`src/hdl/cbwpt_pkg.sv`:
```
package cbwpt_pkg;

  // Width of the prefetch progress counter.
  localparam int unsigned COUNT_WIDTH = 16;
  // Bits of the bus address that form the rom offset.
  localparam int unsigned ROM_ADDR_BITS = 25;
  // Width of the expected fetch address.
  localparam int unsigned NEXT_W = 26;
  // Bits that index one bit of the counter in the remainder loop.
  localparam int unsigned BIT_W = $clog2(COUNT_WIDTH);
  // Accesses on a 128 KiB boundary are never sequential.
  localparam int unsigned SEQ_BOUNDARY_BITS = 17;

  // First-access waits, selected by a two-bit register code.
  localparam logic [3:0] FIRST_TABLE [4] = '{4'd5, 4'd4, 4'd3, 4'd9};

  // Configuration register indexes.
  typedef enum logic [2:0] {
    REG_ROM0_FIRST = 3'd0,
    REG_ROM1_FIRST = 3'd1,
    REG_ROM2_FIRST = 3'd2,
    REG_SRAM_WAIT  = 3'd3,
    REG_ROM0_FAST  = 3'd4,
    REG_ROM1_FAST  = 3'd5,
    REG_ROM2_FAST  = 3'd6,
    REG_PREFETCH   = 3'd7
  } cfg_idx_e;

  // Operations of the shared add/subtract unit.
  typedef enum logic {
    ALU_ADD,
    ALU_SUB
  } alu_op_e;

  typedef struct packed {
    alu_op_e                op;
    logic [COUNT_WIDTH-1:0] a;
    logic [COUNT_WIDTH-1:0] b;
  } alu_req_t;

  // For a subtraction, carry is set when a >= b.
  typedef struct packed {
    logic [COUNT_WIDTH-1:0] res;
    logic                   carry;
  } alu_rsp_t;

  // Sequential wait of a rom window.
  function automatic logic [3:0] seq_wait(logic [1:0] win, logic [2:0] fast);
    logic [3:0] s;
    case (win)
      2'd0:    s = fast[0] ? 4'd2 : 4'd3;
      2'd1:    s = fast[1] ? 4'd2 : 4'd5;
      2'd2:    s = fast[2] ? 4'd2 : 4'd9;
      default: s = 4'd2;
    endcase
    return s;
  endfunction

endpackage

```
`src/hdl/cbwpt_alu.sv`:
```
module cbwpt_alu (
  input  cbwpt_pkg::alu_req_t req_i,
  output cbwpt_pkg::alu_rsp_t rsp_o
);
  import cbwpt_pkg::*;

  logic                   sub;
  logic [COUNT_WIDTH-1:0] b_eff;
  logic [COUNT_WIDTH:0]   sum;

  // One adder serves both operations; subtraction adds the complement plus one.
  assign sub   = (req_i.op == ALU_SUB);
  assign b_eff = sub ? ~req_i.b : req_i.b;
  assign sum   = {1'b0, req_i.a} + {1'b0, b_eff} + (COUNT_WIDTH + 1)'(sub);

  assign rsp_o.res   = sum[COUNT_WIDTH-1:0];
  assign rsp_o.carry = sum[COUNT_WIDTH];

endmodule

```
`src/hdl/cart_bus_wait_prefetch_timer_unit.sv`:
```
// An accepted access is decoded in S_DECODE and its result beat is loaded in S_DONE; a prefetch
// hit that is served halfword by halfword passes through S_HALF for each halfword, and a cartridge
// data access with prefetch enabled runs the bit-serial remainder loop in S_MOD over the progress
// counter through the one shared add/subtract unit. No new access is taken until the result beat
// is loaded, and a stalled output holds the finished result in S_DONE.
// Reset clears the configuration, the counter and the expected fetch address.
module cart_bus_wait_prefetch_timer_unit (
  input  logic                 clk_i,
  input  logic                 rst_ni,
  input  logic                 cfg_we_i,
  input  cbwpt_pkg::cfg_idx_e  cfg_idx_i,
  input  logic [1:0]           cfg_wdata_i,
  input  logic                 in_valid_i,
  output logic                 in_stall_o,
  input  logic                 cmd_i,
  input  logic [31:0]          address_i,
  input  logic                 wide_i,
  input  logic                 sequential_i,
  input  logic                 prefetch_paused_i,
  output logic                 out_valid_o,
  input  logic                 out_stall_i,
  output logic [4:0]           wait_cycles_o
);
  import cbwpt_pkg::*;

  typedef enum logic [2:0] {
    S_IDLE,
    S_DECODE,
    S_HALF,
    S_MOD,
    S_DONE
  } state_e;

  state_e                 state_q, state_d;
  logic [1:0]             cfg_first_q [4];
  logic [2:0]             cfg_fast_q;
  logic                   cfg_pf_q;
  logic [COUNT_WIDTH-1:0] count_q, count_d;
  logic [NEXT_W-1:0]      next_q, next_d;
  logic                   fvalid_q, fvalid_d;
  logic [4:0]             tot_q, tot_d;
  logic [3:0]             rem_q, rem_d;
  logic [BIT_W-1:0]       bit_q, bit_d;
  logic                   half_q, half_d;
  logic                   out_valid_q, out_valid_d;
  logic [4:0]             wait_q;
  logic                   out_load;

  logic                   cmd_q, wide_q, seq_q, paused_q;
  logic [31:0]            addr_q;

  logic                   accept;
  logic [7:0]             region;
  logic                   is_int, is_high, is_sram;
  logic [1:0]             win;
  logic                   fetch_pf;
  logic [3:0]             s_cur, s_m1, first_cur;
  logic [4:0]             twice_s_m1;
  logic [2:0]             w_int;
  logic                   seq_eff;
  logic [4:0]             base;
  logic [NEXT_W-1:0]      rom_off;
  logic                   hit;
  logic [4:0]             r2;
  logic [3:0]             rem_n;
  alu_req_t               alu_req;
  alu_rsp_t               alu_rsp;

  cbwpt_alu u_alu (
    .req_i (alu_req),
    .rsp_o (alu_rsp)
  );

  assign accept        = in_valid_i && !in_stall_o;
  assign in_stall_o    = (state_q != S_IDLE);
  assign out_valid_o   = out_valid_q;
  assign wait_cycles_o = wait_q;

  // Decode of the held access.
  assign region   = addr_q[31:24];
  assign is_int   = (region[7:3] == 5'd0);
  assign is_high  = (region[7:4] != 4'd0);
  assign win      = region[2:1];
  assign is_sram  = (win == 2'd3);
  assign fetch_pf = cmd_q && cfg_pf_q;

  assign s_cur      = seq_wait(win, cfg_fast_q);
  assign s_m1       = s_cur - 4'd1;
  assign twice_s_m1 = {s_cur, 1'b0} - 5'd1;
  assign first_cur  = FIRST_TABLE[cfg_first_q[win]];

  // Internal region cost: region 2 is slower, and 16-bit buses double for wide beats.
  always_comb begin
    w_int = (region[2:0] == 3'd2) ? 3'd3 : 3'd1;
    if (wide_q && ((region[2:0] == 3'd2) || (region[2:0] == 3'd5) ||
                   (region[2:0] == 3'd6))) begin
      w_int = {w_int[1:0], 1'b0};
    end
  end

  assign seq_eff = seq_q && (addr_q[SEQ_BOUNDARY_BITS-1:0] != '0);
  assign base    = (seq_eff ? {1'b0, s_cur} : {1'b0, first_cur}) +
                   (wide_q ? {1'b0, s_cur} : 5'd0);
  assign rom_off = NEXT_W'(addr_q[ROM_ADDR_BITS-1:0]);
  assign hit     = fvalid_q && (next_q == rom_off);
  assign r2      = {rem_q, count_q[bit_q]};

  // Operand selection for the shared unit.
  always_comb begin
    alu_req.op = ALU_ADD;
    alu_req.a  = '0;
    alu_req.b  = '0;
    case (state_q)
      S_DECODE: begin
        if (is_int) begin
          alu_req.op = ALU_ADD;
          alu_req.a  = count_q;
          alu_req.b  = COUNT_WIDTH'(w_int);
        end else begin
          alu_req.op = ALU_SUB;
          alu_req.a  = count_q;
          alu_req.b  = COUNT_WIDTH'(twice_s_m1);
        end
      end
      S_HALF: begin
        alu_req.op = ALU_SUB;
        alu_req.a  = count_q;
        alu_req.b  = COUNT_WIDTH'(s_m1);
      end
      S_MOD: begin
        alu_req.op = ALU_SUB;
        alu_req.a  = COUNT_WIDTH'(r2);
        alu_req.b  = COUNT_WIDTH'(s_cur);
      end
      default: begin
        alu_req.op = ALU_ADD;
      end
    endcase
  end

  assign rem_n = alu_rsp.carry ? alu_rsp.res[3:0] : r2[3:0];

  // Sequencer.
  always_comb begin
    state_d     = state_q;
    count_d     = count_q;
    next_d      = next_q;
    fvalid_d    = fvalid_q;
    tot_d       = tot_q;
    rem_d       = rem_q;
    bit_d       = bit_q;
    half_d      = half_q;
    out_load    = 1'b0;
    out_valid_d = out_valid_q && out_stall_i;
    case (state_q)
      S_IDLE: begin
        if (accept) begin
          state_d = S_DECODE;
        end
      end
      S_DECODE: begin
        state_d = S_DONE;
        if (is_int) begin
          tot_d = 5'(w_int);
          if (fetch_pf || !paused_q) begin
            count_d = alu_rsp.carry ? '1 : alu_rsp.res;
          end
        end else if (is_high) begin
          tot_d = 5'd1;
        end else if (is_sram) begin
          tot_d = {1'b0, first_cur};
        end else if (!fetch_pf) begin
          // Cartridge data access; the prefetch penalty needs count mod s.
          tot_d = base;
          if (cfg_pf_q) begin
            rem_d   = 4'd0;
            bit_d   = BIT_W'(COUNT_WIDTH - 1);
            state_d = S_MOD;
          end else begin
            count_d  = '0;
            next_d   = '0;
            fvalid_d = 1'b0;
          end
        end else if (hit) begin
          if (wide_q && alu_rsp.carry) begin
            // Both halfwords are already in the buffer.
            tot_d   = 5'd1;
            count_d = alu_rsp.res;
            next_d  = next_q + NEXT_W'(4);
          end else begin
            tot_d   = 5'd0;
            half_d  = wide_q;
            state_d = S_HALF;
          end
        end else begin
          // Prefetch miss restarts the buffer at this address.
          count_d  = '0;
          tot_d    = {1'b0, first_cur} + (wide_q ? {1'b0, s_cur} : 5'd0);
          next_d   = rom_off + (wide_q ? NEXT_W'(4) : NEXT_W'(2));
          fvalid_d = 1'b1;
        end
      end
      S_HALF: begin
        if (alu_rsp.carry) begin
          tot_d   = tot_q + 5'd1;
          count_d = alu_rsp.res;
        end else begin
          tot_d   = tot_q + {1'b0, s_cur} - {1'b0, count_q[3:0]};
          count_d = '0;
        end
        next_d = next_q + NEXT_W'(2);
        if (half_q) begin
          half_d = 1'b0;
        end else begin
          state_d = S_DONE;
        end
      end
      S_MOD: begin
        rem_d = rem_n;
        if (bit_q == '0) begin
          tot_d    = tot_q + ((rem_n == s_m1) ? 5'd1 : 5'd0);
          count_d  = '0;
          next_d   = '0;
          fvalid_d = 1'b0;
          state_d  = S_DONE;
        end else begin
          bit_d = bit_q - BIT_W'(1);
        end
      end
      S_DONE: begin
        if (!out_valid_q || !out_stall_i) begin
          out_load    = 1'b1;
          out_valid_d = 1'b1;
          state_d     = S_IDLE;
        end
      end
      default: begin
        state_d = S_IDLE;
      end
    endcase
  end

  // Control state, configuration and output valid.
  always_ff @(posedge clk_i or negedge rst_ni) begin
    if (!rst_ni) begin
      state_q     <= S_IDLE;
      cfg_first_q <= '{2'd0, 2'd0, 2'd0, 2'd0};
      cfg_fast_q  <= '0;
      cfg_pf_q    <= 1'b0;
      count_q     <= '0;
      next_q      <= '0;
      fvalid_q    <= 1'b0;
      tot_q       <= '0;
      rem_q       <= '0;
      bit_q       <= '0;
      half_q      <= 1'b0;
      out_valid_q <= 1'b0;
    end else begin
      state_q     <= state_d;
      count_q     <= count_d;
      next_q      <= next_d;
      fvalid_q    <= fvalid_d;
      tot_q       <= tot_d;
      rem_q       <= rem_d;
      bit_q       <= bit_d;
      half_q      <= half_d;
      out_valid_q <= out_valid_d;
      if (cfg_we_i) begin
        case (cfg_idx_i)
          REG_ROM0_FIRST: cfg_first_q[0] <= cfg_wdata_i;
          REG_ROM1_FIRST: cfg_first_q[1] <= cfg_wdata_i;
          REG_ROM2_FIRST: cfg_first_q[2] <= cfg_wdata_i;
          REG_SRAM_WAIT:  cfg_first_q[3] <= cfg_wdata_i;
          REG_ROM0_FAST:  cfg_fast_q[0]  <= cfg_wdata_i[0];
          REG_ROM1_FAST:  cfg_fast_q[1]  <= cfg_wdata_i[0];
          REG_ROM2_FAST:  cfg_fast_q[2]  <= cfg_wdata_i[0];
          REG_PREFETCH:   cfg_pf_q       <= cfg_wdata_i[0];
          default: begin
            cfg_pf_q <= cfg_pf_q;
          end
        endcase
      end
    end
  end

  // Access fields and the result beat.
  always_ff @(posedge clk_i) begin
    if (accept) begin
      cmd_q    <= cmd_i;
      addr_q   <= address_i;
      wide_q   <= wide_i;
      seq_q    <= sequential_i;
      paused_q <= prefetch_paused_i;
    end
    if (out_load) begin
      wait_q <= tot_q;
    end
  end

`ifndef SYNTHESIS
  // An accepted access is decoded in the following cycle.
  a_accept_decode: assert property (@(posedge clk_i) disable iff (!rst_ni)
    accept |=> (state_q == S_DECODE))
    else $error("accepted access not decoded");

  // The partial remainder stays below the sequential wait.
  a_rem_range: assert property (@(posedge clk_i) disable iff (!rst_ni)
    (state_q == S_MOD) |-> (rem_q < s_cur))
    else $error("remainder out of range");

  // Halfword service only runs on a valid expected address.
  a_half_valid: assert property (@(posedge clk_i) disable iff (!rst_ni)
    (state_q == S_HALF) |-> fvalid_q)
    else $error("halfword service without expected address");

  // A finished result is never dropped while the output is held.
  a_out_hold: assert property (@(posedge clk_i) disable iff (!rst_ni)
    (state_q == S_DONE) && out_valid_q && out_stall_i |=> (state_q == S_DONE))
    else $error("result left while output stalled");
`endif

endmodule

```
`config.mk`:
```
export PLATFORM = sky130hd
export DESIGN_NAME = cart_bus_wait_prefetch_timer_unit
export DESIGN_NICKNAME = d
export VERILOG_FILES = /design/src/hdl/cbwpt_pkg.sv /design/src/hdl/cbwpt_alu.sv /design/src/hdl/cart_bus_wait_prefetch_timer_unit.sv
export SDC_FILE = /design/constraint.sdc
export NUM_CORES = 1
export LEC_CHECK = 0
export BUFFER_PORTS_ARGS = -buffer_cell sky130_fd_sc_hd__buf_2
export CAP_MARGIN = 20
export CELL_PAD_IN_SITES_DETAIL_PLACEMENT = 0
export CELL_PAD_IN_SITES_GLOBAL_PLACEMENT = 2
export CORE_MARGIN = 5
export CORE_UTILIZATION = 35
export DETAILED_ROUTE_END_ITERATION = 8
export GPL_TIMING_DRIVEN = 0
export HOLD_SLACK_MARGIN = 0.12
export PLACE_DENSITY_LB_ADDON = 0.1
export SLEW_MARGIN = 25
export SYNTH_ARGS = -nofsm -noshare
export SYNTH_HDL_FRONTEND = slang
export SYNTH_HIERARCHICAL = 1
export SYNTH_SLANG_ARGS = --single-unit
```
`constraint.sdc`:
```
create_clock -name clk_i -period 6.39 [get_ports clk_i]
set_input_delay 0.639 -clock clk_i [delete_from_list [all_inputs] [get_ports clk_i]]
set_output_delay 0.639 -clock clk_i [all_outputs]
set_load 0.1 [all_outputs]
```
==> flow_metrics.tcl <==
set metrics [dict create \
    fin_util 0.417 \
    slew_headroom 0.317 \
    die-area_um2 29100 \
    insertion_delay_ns 0.44 \
    hold_viol 0 \
    path_class "register to register" \
    setup_slack_ns 0.249 \
    peakVddDrop_v 0.000199 \
    route.detailed.drc 0 \
    powerDensity_nw_per_um2 375 \
    crit_path_max_fanout 10 \
    netlist_area_um2 9020 \
    first_global_vias 8003 \
    antenna_found_initial 0 \
    hold_class "input port to register" \
    wl_met2_um 14400 \
    p_leak_nw 4.27 \
    worstSetupEndpointType "register" \
    gr-total-overflow 0 \
    required_ns 6.71 \
    setup_violations 0 \
    fillers 2638 \
    route.vias.total 8045 \
    layout.nets 1203 \
    period_needed_ns 6.14 \
    cp-startpoint "addr_q[26]$_DFFE_PP_" \
    synth_cell_type_count 84 \
    hp-start "address_i[7]" \
    die_h_um 171 \
    worst_setup_path_start_kind "register" \
    gp_congestion 0.858 \
    timing.hold.ws_ns 0.375 \
    wl_met1_um 15500 \
    place_hpwl_um 23600 \
    routedWlPerCell_um 21.6 \
    synth_edf_count 41 \
    root_buffer "clkbuf_16" \
    postRouteAntennaNets 0 \
    fmax_mhz 163 \
    reg2reg_from "addr_q[26]$_DFFE_PP_" \
    grt_max_degree 60 \
    cts_num_sinks 114 \
    cts_tree "done" \
    clk_pin_slew_ns 0.07 \
    cpMaxStageDelayCell "edfxtp_1" \
    multi_input_area_um2 5670 \
    period_share 0.961 \
    skew_ns 0.0251 \
    track_usage 0.218 \
    routed_wl_um 31300 \
    grt_pass1_wl_um 48400 \
    clockBufferDepth 2 \
    antennaDiodeCount 0 \
    crit_arrival_ns 6.46 \
    async_reset_ff_frac 0.640 \
    slew_violations 0 \
    area_growth_pct 16.7 \
    wl_met3_um 1100 \
    yosysSeqAreaShare 0.339 \
    tightest_slew_ns 1.02 \
    outcome "completed" \
    drt_iter0_markers 567 \
    drt_first_pass_iters 5 \
    cts_made_buffers 17 \
    numPortBuffers 52 \
    yosys_warnings 6 \
    core-area_um2 25300 \
    highest_layer "met4" \
    synth_flop_cell "dfrtp_1" \
    seqCellArea_um2 3060 \
    syn_area_per_cell_um2 8.82 \
    pre_cts_ws_ns -1.54 \
    drv_cap 0 \
    htree_levels 4 \
    max_stage_delay_ns 0.48 \
    die_x_um 171 \
    power_mw 3.94 \
    via_per_inst 5.54 \
    syn_inst 1023 \
    synth_seq_cells 114 \
    initial_core_util 0.357 \
    io_pins 53 \
    rows 58 \
    drive_above_1_share 0.164 \
]
## critical path: cells and delay by family (launching register included)
family | cells | cell delay, ns
AOI/OAI and AO/OA | 9 | 1.50
xor gates and xnor gates | 2 | 0.35
adders and majority gates | 4 | 1.17
buffers and inverters | 4 | 0.67
DFF | 1 | 0.48
muxes | 1 | 0.28
and+or+nand+nor | 10 | 1.54
## timing repair
item	in CTS	in global routing
hold buffers	1	0
cloned	0	0
endpoints found under the hold margin	14	0
gates resized for setup	10	13
setup endpoints to repair	50	3
pin swaps	3	0
buffers inserted	6	0
## cell type report
cell class,count,area share
timing repair buffer,61,0.0351
clock inverter,15,0.0155
tap,330,0.0392
inverter,40,0.0143
multi-input combinational,821,0.539
buffer,55,0.0262
clock buffer,17,0.0404
sequential,114,0.291
## flip-flops by register name (all words and copies together), names as in the netlist, 3 cells and up
signal and count:
addr_q 32, bit_q 4, cfg_fast_q 3, cfg_first_q 8, count_q 16, next_q 26, rem_q 4, state_q 3
tot_q 5, wait_cycles_o 5
## power breakdown
part	switching, mW	total (mW)	leakage, nW	internal [mW]
clock	0.425	0.982	0.286	0.557
sequential	0.188	1.12	1.29	0.937
combinational	1.16	1.84	2.70	0.678
total	1.77	3.94	4.27	2.17
## Yosys cell counts (all sizes together), types with 10 or more instances
library cell / count / area (um^2)
a211oi: 11 / 97.6
o21ai: 70 / 358
o22ai: 14 / 87.6
a21oi: 71 / 367
edfxtp: 41 / 1230
nand2: 96 / 360
nor2: 69 / 262
clkbuf: 28 / 106
nor4: 21 / 165
nand3: 36 / 180
and2: 17 / 106
inv: 40 / 150
o211ai: 10 / 75.1
buf: 30 / 174
mux2: 13 / 146
xnor2: 41 / 359
xor2: 45 / 394
nor3: 36 / 185
dfrtp: 73 / 1830
nor2b: 23 / 144
a31oi: 10 / 62.6
nand4: 21 / 138
a21o: 11 / 82.6
ha: 39 / 488
and3: 14 / 87.6
nand2b: 14 / 87.6
## metal layers
layer	global-route usage	up-vias
met2	0.347	162
met1	0.316	3919
met5	0	-
met4	0.0441	0
met3	0.0330	22
li1	-	3942
## through the flow
stage / setup TNS (ns) / cells / instance area (um^2)
3_5_place_dp: -28.88 / 1417 / 9800
5_1_grt: -0.0126 / 1453 / 10500
6_report: 0 / 1453 / 10500
2_1_floorplan: 0 / 1033 / 9060
3_3_place_gp: -36.16 / 1415 / 9730
4_1_cts: 0 / 1454 / 10500
## worst paths after layout
check | endpoint | slack [ns] | cells after the start
hold reg to reg | wait_cycles_o[4]$_DFFE_PP_ | 0.50 | 0
setup / recovery | tot_q[4]$_DFFE_PN0P_ | 0.25 | 30
setup reg to reg | tot_q[4]$_DFFE_PN0P_ | 0.25 | 30
min in group asynchronous | rem_q[1]$_DFFE_PN0P_ | 0.61 | 2
hold / removal | addr_q[7]$_DFFE_PP_ | 0.38 | 1
max in group asynchronous | cfg_fast_q[1]$_DFFE_PN0P_ | 5.18 | 3
## logic make-up (layout without fill, tap and decap cells)
logic type      after synthesis  count (layout)  synth area share
fa+ha+maj                    47              47            0.0718
xor+xnor                     86              86            0.0835
flops                       114             114             0.339
simple gates                384             384             0.222
compound gates              265             265             0.193
mux                          28              28            0.0426
buf+inv                      98             188            0.0477
other cells                   1              11          0.000416
## layout by cell type (no fill, tap or decap), types with 11 or more instances in the layout
master and n:
clkbuf_1 23, clkbuf_16 17, buf_2 75, xnor2_1 41
o22ai_1 13, nand2_1 96, o21ai_0 45, and3_1 14
edfxtp_1 41, nor4_1 16, nand2b_1 14, nor3_1 34
nand4_1 20, a21o_1 11, and2_1 16, inv_1 37
mux2_2 13, ha_1 38, nor2_1 67, xor2_1 45
a21oi_1 68, conb_1 11, dfrtp_1 73, o21ai_1 23
nand3_1 36, nor2b_1 20
(Power assumes the default switching activity.)
